**config.mk**
```make
export PLATFORM = sky130hd
export DESIGN_NAME = framed_packet_receiver
export DESIGN_NICKNAME = d
export VERILOG_FILES = /design/src/fpr_pkg.sv /design/src/fpr_front.sv /design/src/fpr_queue.sv /design/src/fpr_back.sv /design/src/framed_packet_receiver.sv
export SDC_FILE = /design/constraint.sdc
export NUM_CORES = 1
export LEC_CHECK = 0
export ABC_AREA = 0
export BUFFER_PORTS_ARGS = -buffer_cell sky130_fd_sc_hd__buf_2
export CORE_ASPECT_RATIO = 1.5
export CORE_MARGIN = 3
export CORE_UTILIZATION = 35
export DETAILED_ROUTE_END_ITERATION = 16
export SETUP_SLACK_MARGIN = 0.05
export SYNTH_ARGS = -nofsm -noshare
export SYNTH_HDL_FRONTEND = slang
export SYNTH_SLANG_ARGS = --single-unit
export TNS_END_PERCENT = 5
```
**constraint.sdc**
```tcl
create_clock -name clk -period 7.15 [get_ports clk]
set_input_delay 1.0725 -clock clk [delete_from_list [all_inputs] [get_ports clk]]
set_output_delay 1.0725 -clock clk [all_outputs]
set_load 0.005 [all_outputs]
```
**src/fpr_pkg.sv**
```systemverilog
// Shared types, constants and CRC function for the framed packet receiver.
package fpr_pkg;

  localparam logic [7:0] HEAD_BYTE = 8'hAA;
  localparam logic [7:0] TAIL_BYTE = 8'h55;
  localparam logic [7:0] CRC_INIT  = 8'hFF;
  localparam logic [7:0] CRC_POLY  = 8'h31;

  typedef enum logic [2:0] {
    PH_HUNT,
    PH_TYPE,
    PH_SEQ,
    PH_LEN_LO,
    PH_LEN_HI,
    PH_PAYLOAD,
    PH_CRC,
    PH_TAIL
  } phase_t;

  typedef enum logic [2:0] {
    ROLE_TYPE,
    ROLE_SEQ,
    ROLE_LEN_LO,
    ROLE_LEN_HI,
    ROLE_PAYLOAD,
    ROLE_CRC,
    ROLE_TAIL
  } role_t;

  typedef enum logic [2:0] {
    KIND_PAYLOAD   = 3'd0,
    KIND_ACCEPTED  = 3'd1,
    KIND_CRC_ERR   = 3'd2,
    KIND_BAD_TAIL  = 3'd3,
    KIND_TOO_LARGE = 3'd4
  } kind_t;

  typedef struct packed {
    role_t      role;
    logic [7:0] data;
  } entry_t;

  function automatic logic [7:0] crc_update(input logic [7:0] crc, input logic [7:0] b);
    logic [7:0] c;
    c = crc ^ b;
    for (int k = 0; k < 8; k++) begin
      if (c[7]) begin
        c = {c[6:0], 1'b0} ^ CRC_POLY;
      end else begin
        c = {c[6:0], 1'b0};
      end
    end
    return c;
  endfunction

endpackage

```
**src/fpr_front.sv**
```systemverilog
// Front end: tracks frame position and tags each in-frame byte with its role.
module fpr_front
  import fpr_pkg::*;
#(
  parameter int MAX_PAYLOAD = 128
) (
  input  logic       clk,
  input  logic       rst,
  input  logic       rx_valid,
  output logic       rx_stall,
  input  logic [7:0] rx_byte,
  input  logic       q_full,
  output logic       q_push,
  output entry_t     q_entry
);

  phase_t      phase, phase_next;
  logic [7:0]  len_lo, len_lo_next;
  logic [15:0] length, length_next;
  logic [7:0]  count, count_next;
  logic        accept;
  logic [15:0] hi_length;

  assign rx_stall  = q_full;
  assign accept    = rx_valid && !q_full;
  assign hi_length = {rx_byte, len_lo};

  always_ff @(posedge clk) begin
    if (rst) begin
      phase  <= PH_HUNT;
      len_lo <= '0;
      length <= '0;
      count  <= '0;
    end else begin
      phase  <= phase_next;
      len_lo <= len_lo_next;
      length <= length_next;
      count  <= count_next;
    end
  end

  always_comb begin
    phase_next    = phase;
    len_lo_next   = len_lo;
    length_next   = length;
    count_next    = count;
    q_push        = 1'b0;
    q_entry.data  = rx_byte;
    q_entry.role  = ROLE_TYPE;
    if (accept) begin
      q_push = (phase != PH_HUNT);
      case (phase)
        PH_HUNT: begin
          if (rx_byte == HEAD_BYTE) phase_next = PH_TYPE;
        end
        PH_TYPE: begin
          q_entry.role = ROLE_TYPE;
          phase_next   = PH_SEQ;
        end
        PH_SEQ: begin
          q_entry.role = ROLE_SEQ;
          phase_next   = PH_LEN_LO;
        end
        PH_LEN_LO: begin
          q_entry.role = ROLE_LEN_LO;
          len_lo_next  = rx_byte;
          phase_next   = PH_LEN_HI;
        end
        PH_LEN_HI: begin
          q_entry.role = ROLE_LEN_HI;
          length_next  = hi_length;
          count_next   = '0;
          if (hi_length > 16'(MAX_PAYLOAD)) begin
            phase_next = PH_HUNT;
          end else if (hi_length == '0) begin
            phase_next = PH_CRC;
          end else begin
            phase_next = PH_PAYLOAD;
          end
        end
        PH_PAYLOAD: begin
          q_entry.role = ROLE_PAYLOAD;
          count_next   = count + 8'd1;
          if ({8'h00, count_next} >= length) phase_next = PH_CRC;
        end
        PH_CRC: begin
          q_entry.role = ROLE_CRC;
          phase_next   = PH_TAIL;
        end
        PH_TAIL: begin
          q_entry.role = ROLE_TAIL;
          phase_next   = PH_HUNT;
        end
        default: begin
          phase_next = PH_HUNT;
        end
      endcase
    end
  end

endmodule

```
**src/fpr_queue.sv**
```systemverilog
// Small FIFO of tagged bytes between front and back end.
module fpr_queue
  import fpr_pkg::*;
(
  input  logic   clk,
  input  logic   rst,
  input  logic   push,
  input  entry_t push_entry,
  output logic   full,
  input  logic   pop,
  output logic   head_valid,
  output entry_t head_entry
);

  localparam int DEPTH = 4;
  localparam int AW    = $clog2(DEPTH);

  entry_t          mem [DEPTH];
  logic [AW-1:0]   wr_ptr, rd_ptr;
  logic [AW:0]     count;
  logic            do_push, do_pop;

  assign full       = (count == (AW+1)'(DEPTH));
  assign head_valid = (count != '0);
  assign head_entry = mem[rd_ptr];
  assign do_push    = push && !full;
  assign do_pop     = pop && head_valid;

  always_ff @(posedge clk) begin
    if (do_push) mem[wr_ptr] <= push_entry;
  end

  always_ff @(posedge clk) begin
    if (rst) begin
      wr_ptr <= '0;
      rd_ptr <= '0;
      count  <= '0;
    end else begin
      if (do_push) wr_ptr <= wr_ptr + AW'(1);
      if (do_pop)  rd_ptr <= rd_ptr + AW'(1);
      case ({do_push, do_pop})
        2'b10:   count <= count + (AW+1)'(1);
        2'b01:   count <= count - (AW+1)'(1);
        default: count <= count;
      endcase
    end
  end

endmodule

```
**src/fpr_back.sv**
```systemverilog
// Back end: CRC, held header fields and result register.
module fpr_back
  import fpr_pkg::*;
#(
  parameter int MAX_PAYLOAD = 128
) (
  input  logic        clk,
  input  logic        rst,
  input  logic        q_valid,
  input  entry_t      q_entry,
  output logic        q_pop,
  output logic        res_valid,
  input  logic        res_stall,
  output logic [2:0]  kind,
  output logic [7:0]  payload_byte,
  output logic [7:0]  frame_type,
  output logic [7:0]  frame_seq,
  output logic [15:0] payload_len
);

  logic [7:0]  held_type, held_seq, crc_accum;
  logic [15:0] held_length;
  logic        crc_ok;
  kind_t       res_kind;
  logic [15:0] new_length;
  logic        too_large, needs_out, slot_free, emit;
  logic [7:0]  crc_new;

  assign new_length = {q_entry.data, held_length[7:0]};
  assign too_large  = new_length > 16'(MAX_PAYLOAD);
  assign crc_new    = crc_update((q_entry.role == ROLE_TYPE) ? CRC_INIT : crc_accum,
                                 q_entry.data);
  assign needs_out  = (q_entry.role == ROLE_PAYLOAD) || (q_entry.role == ROLE_TAIL) ||
                      ((q_entry.role == ROLE_LEN_HI) && too_large);
  assign slot_free  = !res_valid || !res_stall;
  assign q_pop      = q_valid && (!needs_out || slot_free);
  assign emit       = q_pop && needs_out;
  assign kind       = res_kind;

  always_ff @(posedge clk) begin
    if (rst) begin
      held_type   <= '0;
      held_seq    <= '0;
      held_length <= '0;
      crc_accum   <= CRC_INIT;
      crc_ok      <= 1'b0;
      res_valid   <= 1'b0;
    end else begin
      if (emit) begin
        res_valid <= 1'b1;
      end else if (!res_stall) begin
        res_valid <= 1'b0;
      end
      if (q_pop) begin
        case (q_entry.role)
          ROLE_TYPE: begin
            held_type <= q_entry.data;
            crc_accum <= crc_new;
            crc_ok    <= 1'b0;
          end
          ROLE_SEQ: begin
            held_seq  <= q_entry.data;
            crc_accum <= crc_new;
          end
          ROLE_LEN_LO: begin
            held_length <= {8'h00, q_entry.data};
            crc_accum   <= crc_new;
          end
          ROLE_LEN_HI: begin
            held_length <= new_length;
            crc_accum   <= crc_new;
          end
          ROLE_PAYLOAD: begin
            crc_accum <= crc_new;
          end
          ROLE_CRC: begin
            crc_ok <= (q_entry.data == crc_accum);
          end
          default: begin
          end
        endcase
      end
    end
  end

  always_ff @(posedge clk) begin
    if (emit) begin
      payload_byte <= '0;
      frame_type   <= held_type;
      frame_seq    <= held_seq;
      payload_len  <= held_length;
      case (q_entry.role)
        ROLE_PAYLOAD: begin
          res_kind     <= KIND_PAYLOAD;
          payload_byte <= q_entry.data;
        end
        ROLE_LEN_HI: begin
          res_kind    <= KIND_TOO_LARGE;
          payload_len <= new_length;
        end
        default: begin
          if (!crc_ok) begin
            res_kind <= KIND_CRC_ERR;
          end else if (q_entry.data != TAIL_BYTE) begin
            res_kind <= KIND_BAD_TAIL;
          end else begin
            res_kind <= KIND_ACCEPTED;
          end
        end
      endcase
    end
  end

endmodule

```
**src/framed_packet_receiver.sv**
```systemverilog
// Top level of the framed packet receiver: front end, queue, back end.
//
//   channel  handshake             data
//   rx       rx_valid / rx_stall   rx_byte
//   res      res_valid / res_stall kind, payload_byte, frame_type, frame_seq, payload_len
//
// One byte per cycle sustained while rx_stall is low; a result-bearing byte passes through
// the four-entry queue and then the result register before its result appears.
// rst is synchronous: parser hunts for the head byte, queue empties, no result pending.
// rx_stall rises only when the queue is full: a result held by res_stall, a result-bearing
// transfer blocked at the queue head and three more transfers behind it.
module framed_packet_receiver
  import fpr_pkg::*;
#(
  parameter int MAX_PAYLOAD = 128
) (
  input  logic        clk,
  input  logic        rst,
  input  logic        rx_valid,
  output logic        rx_stall,
  input  logic [7:0]  rx_byte,
  output logic        res_valid,
  input  logic        res_stall,
  output logic [2:0]  kind,
  output logic [7:0]  payload_byte,
  output logic [7:0]  frame_type,
  output logic [7:0]  frame_seq,
  output logic [15:0] payload_len
);

  logic   q_full, q_push, q_pop, q_valid;
  entry_t push_entry, head_entry;

  fpr_front #(.MAX_PAYLOAD(MAX_PAYLOAD)) u_front (
    .clk      (clk),
    .rst      (rst),
    .rx_valid (rx_valid),
    .rx_stall (rx_stall),
    .rx_byte  (rx_byte),
    .q_full   (q_full),
    .q_push   (q_push),
    .q_entry  (push_entry)
  );

  fpr_queue u_queue (
    .clk        (clk),
    .rst        (rst),
    .push       (q_push),
    .push_entry (push_entry),
    .full       (q_full),
    .pop        (q_pop),
    .head_valid (q_valid),
    .head_entry (head_entry)
  );

  fpr_back #(.MAX_PAYLOAD(MAX_PAYLOAD)) u_back (
    .clk          (clk),
    .rst          (rst),
    .q_valid      (q_valid),
    .q_entry      (head_entry),
    .q_pop        (q_pop),
    .res_valid    (res_valid),
    .res_stall    (res_stall),
    .kind         (kind),
    .payload_byte (payload_byte),
    .frame_type   (frame_type),
    .frame_seq    (frame_seq),
    .payload_len  (payload_len)
  );

endmodule
```
==> results_dict.tcl <==
set metrics [dict create \
    ant_nets 0 \
    hp-class "reg2reg" \
    final_core_util 0.409 \
    slew_viol_final 0 \
    hold_path_depth 0 \
    path_clk_slew_ps 70 \
    synth-compound-area-share 0.0666 \
    fin_crit_sh 0.555 \
    antenna_found_initial 0 \
    final.min_clock_period_ps 3970 \
    yosys.area_share.simple 0.131 \
    numCtsBuffers 17 \
    hold_viol_final 0 \
    gr-usage-all-layers 0.138 \
    relSlewSlack 0.242 \
    grt_max_degree 87 \
    synth_top_family_by_area "simple AND/OR/NAND/NOR gates" \
    finalSetupViolations 0 \
    muxShareOfSynthArea 0.0877 \
    async_flop_share 0 \
    syn_avg_cell_area_um2 11.8 \
    cp_max_fo 11 \
    dr.pass1.iters 4 \
    drt_iter0_drc 284 \
    fmax_ghz 0.252 \
    peakVddDrop_uv 143 \
    synth-seq-cells 173 \
    yosysWarnings 0 \
    synth_top_area_share 0.358 \
    fin_tns_setup_ps 0 \
    crit_chain "mux4_1, nor4_2, and3_1, o21ai_2, a31oi_4, ha_1, inv_1, fa_1, xor2_1, or3_1, a21oi_1" \
    seqPwrFrac 0.417 \
    p_int_mw 2.10 \
    power_switching_share 0.326 \
    htree_levels 4 \
    cts.sinks 173 \
    ctsResizeCount 0 \
    slowest_stage "mux4_1" \
    placed_cells 911 \
    syn_inst 621 \
    ys_seq_area_frac 0.593 \
    syn_nets 648 \
    start_kind "register" \
    p_sw_mw 1.02 \
    diodes 0 \
    powerDensity_mw_per_mm2 374 \
    grt_pass1_wl_um 24400 \
    crit_type "reg2reg" \
    cts_buffer_depth 2 \
    gp_congestion 0.822 \
    final_cells 943 \
    drive_above_1_share 0.156 \
    routed_wl_um 15100 \
    ios 57 \
    r2r_cells 11 \
    rsz0062_at_grt "no" \
    ys.flop_type "edfxtp_1" \
    initial_core_util 0.358 \
    critPathMaxStageDelay_ps 910 \
    cap_violations 0 \
    die_y_um 183 \
    area.growth.synth_to_final_pct 14.3 \
    final_nets 693 \
    cts_root_buf "clkbuf_16" \
    wire_per_inst_um 16.0 \
    tightest_slew_ps 1130 \
    clk_latency_ps 420 \
    grt_overflow 0 \
    holdBufCountCts 0 \
    coreArea_mm2 0.0204 \
    num-fill-cells 1957 \
    ys_types 54 \
    syn_area_mm2 0.00730 \
    drc 0 \
    design_area_mm2 0.00835 \
    tritoncts "built" \
    synth_area_leader_cell "edfxtp_1" \
    synthAdderAreaFrac 0.0267 \
    place_area_mm2 0.00778 \
    yosys-top-cells-area "edfxtp_1, dfxtp_1, mux2i_1" \
    crit_path_end_kind "register" \
    cp.required_ps 7500 \
    power_frac_comb 0.303 \
    finalClockSkew_ps 12.0 \
    power.leakage_nw 3.10 \
    grt_pass1_vias 4733 \
    portBuffers 56 \
    synth_edf_count 87 \
    hpwl_um 10900 \
    status "complete, no violations" \
    rows 64 \
    num_vias 4770 \
    die_area_mm2 0.0227 \
    pwr-share-clk 0.279 \
    die_w_um 124 \
    post_cts_buffers 0 \
    synth-xor-area-share 0.0634 \
    crit_arrival_ps 4310 \
    avgViaCountPerCell 5.06 \
]
==> power groups by stage <==
stage	registers (mW)	clock network (mW)	logic [mW]
floorplan	1.31	0	0.717
global placement	1.32	0	0.922
detailed placement	1.33	0	0.940
CTS	1.31	0.886	0.954
global route	1.32	0.933	1.05
finish	1.30	0.871	0.947
==> sequential cells by signal, summed over array words and instances (netlist names), named ones only <==
signal	count
u_back.crc_ok	1
u_queue.mem	44
u_front.phase	3
u_front.len_lo	8
u_back.res_valid	1
u_back.payload_byte	8
u_back.held_type	8
u_back.crc_accum	8
u_front.count	8
u_back.kind	3
u_back.frame_seq	8
u_queue.count	3
u_back.held_length	16
u_queue.rd_ptr	2
u_back.payload_len	16
u_back.frame_type	8
u_front.length	16
u_queue.wr_ptr	2
u_back.held_seq	8
==> critical path, delay by kind of cell, from the launching register on <==
| kind | cells | cell delay [ps] |
|---|---|---|
| and+or+nand+nor | 3 | 850 |
| DFF | 1 | 690 |
| muxes | 1 | 910 |
| buffers and inverters | 1 | 70 |
| xor gates and xnor gates | 1 | 200 |
| adders and majority gates | 2 | 630 |
| AOI/OAI and AO/OA | 3 | 520 |
==> cell type report <==
type | count | area (um^2) | area share
clock inverters | 15 | 136 | 0.0163
clock buffers | 17 | 425 | 0.0510
repair buffers | 59 | 303 | 0.0363
flip-flops and latches | 173 | 4330 | 0.519
multi-input cells | 398 | 2750 | 0.330
well taps | 264 | 330 | 0.0396
inverters | 17 | 63.8 | 0.00765
==> synth_stat cells (12+ instances only) <==
cell and n:
a22oi_1 12, dfxtp_1 86, clkbuf_1 20, nand2_1 74, and3_1 14, xnor2_1 28, mux2i_1 34, ha_1 14
a21oi_1 32, nor2_1 76, inv_1 17, edfxtp_1 87, xor2_1 23
==> layout by cell type (no fill, tap or decap), types with 9 or more instances in the layout <==
master     instances
inv_1             17
edfxtp_1          87
clkbuf_16         17
ha_1              14
a21oi_1           32
nor2_1            76
buf_2             56
mux2i_1           34
and3_1            13
a22oi_1           12
xnor2_1           28
xor2_1            23
nor3_1             9
nand2_1           74
dfxtp_1           86
==> through the flow <==
stage               power [mW]  setup WS [ps]  hold WS (ps)
finish                    3.12           3180           433
global placement          2.24           3390           429
global route              3.30           3010           460
CTS                       3.14           3170           435
detailed placement        2.27           3280           420
floorplan                 2.03           4030           408
==> metal layers <==
| layer | vias up | routed length [um] | global-route usage |
|---|---|---|---|
| met5 | - | 0 | 0 |
| met3 | 25 | 665 | 0.0315 |
| met4 | 0 | 389 | 0.0592 |
| met2 | 129 | 8160 | 0.247 |
| li1 | 2288 | - | - |
| met1 | 2328 | 5870 | 0.155 |
==> cells by family after synthesis <==
| family | after synthesis |
|---|---|
| AOI/OAI and AO/OA | 73 |
| muxes | 47 |
| and+or+nand+nor | 211 |
| adders and majority gates | 15 |
| DFF | 173 |
| buffers and inverters | 50 |
| xor gates and xnor gates | 52 |
==> worst paths after layout <==
kind,slack [ps],endpoint,from
worst max-delay path,3180,u_queue.count[2],register
worst min-delay path,430,u_back.frame_type[2],u_back.held_type[2]
worst max register to register,3180,u_queue.count[2],register
worst min register to register,430,u_back.frame_type[2],u_back.held_type[2]
Note: power is estimated with default switching activity, not from simulation.
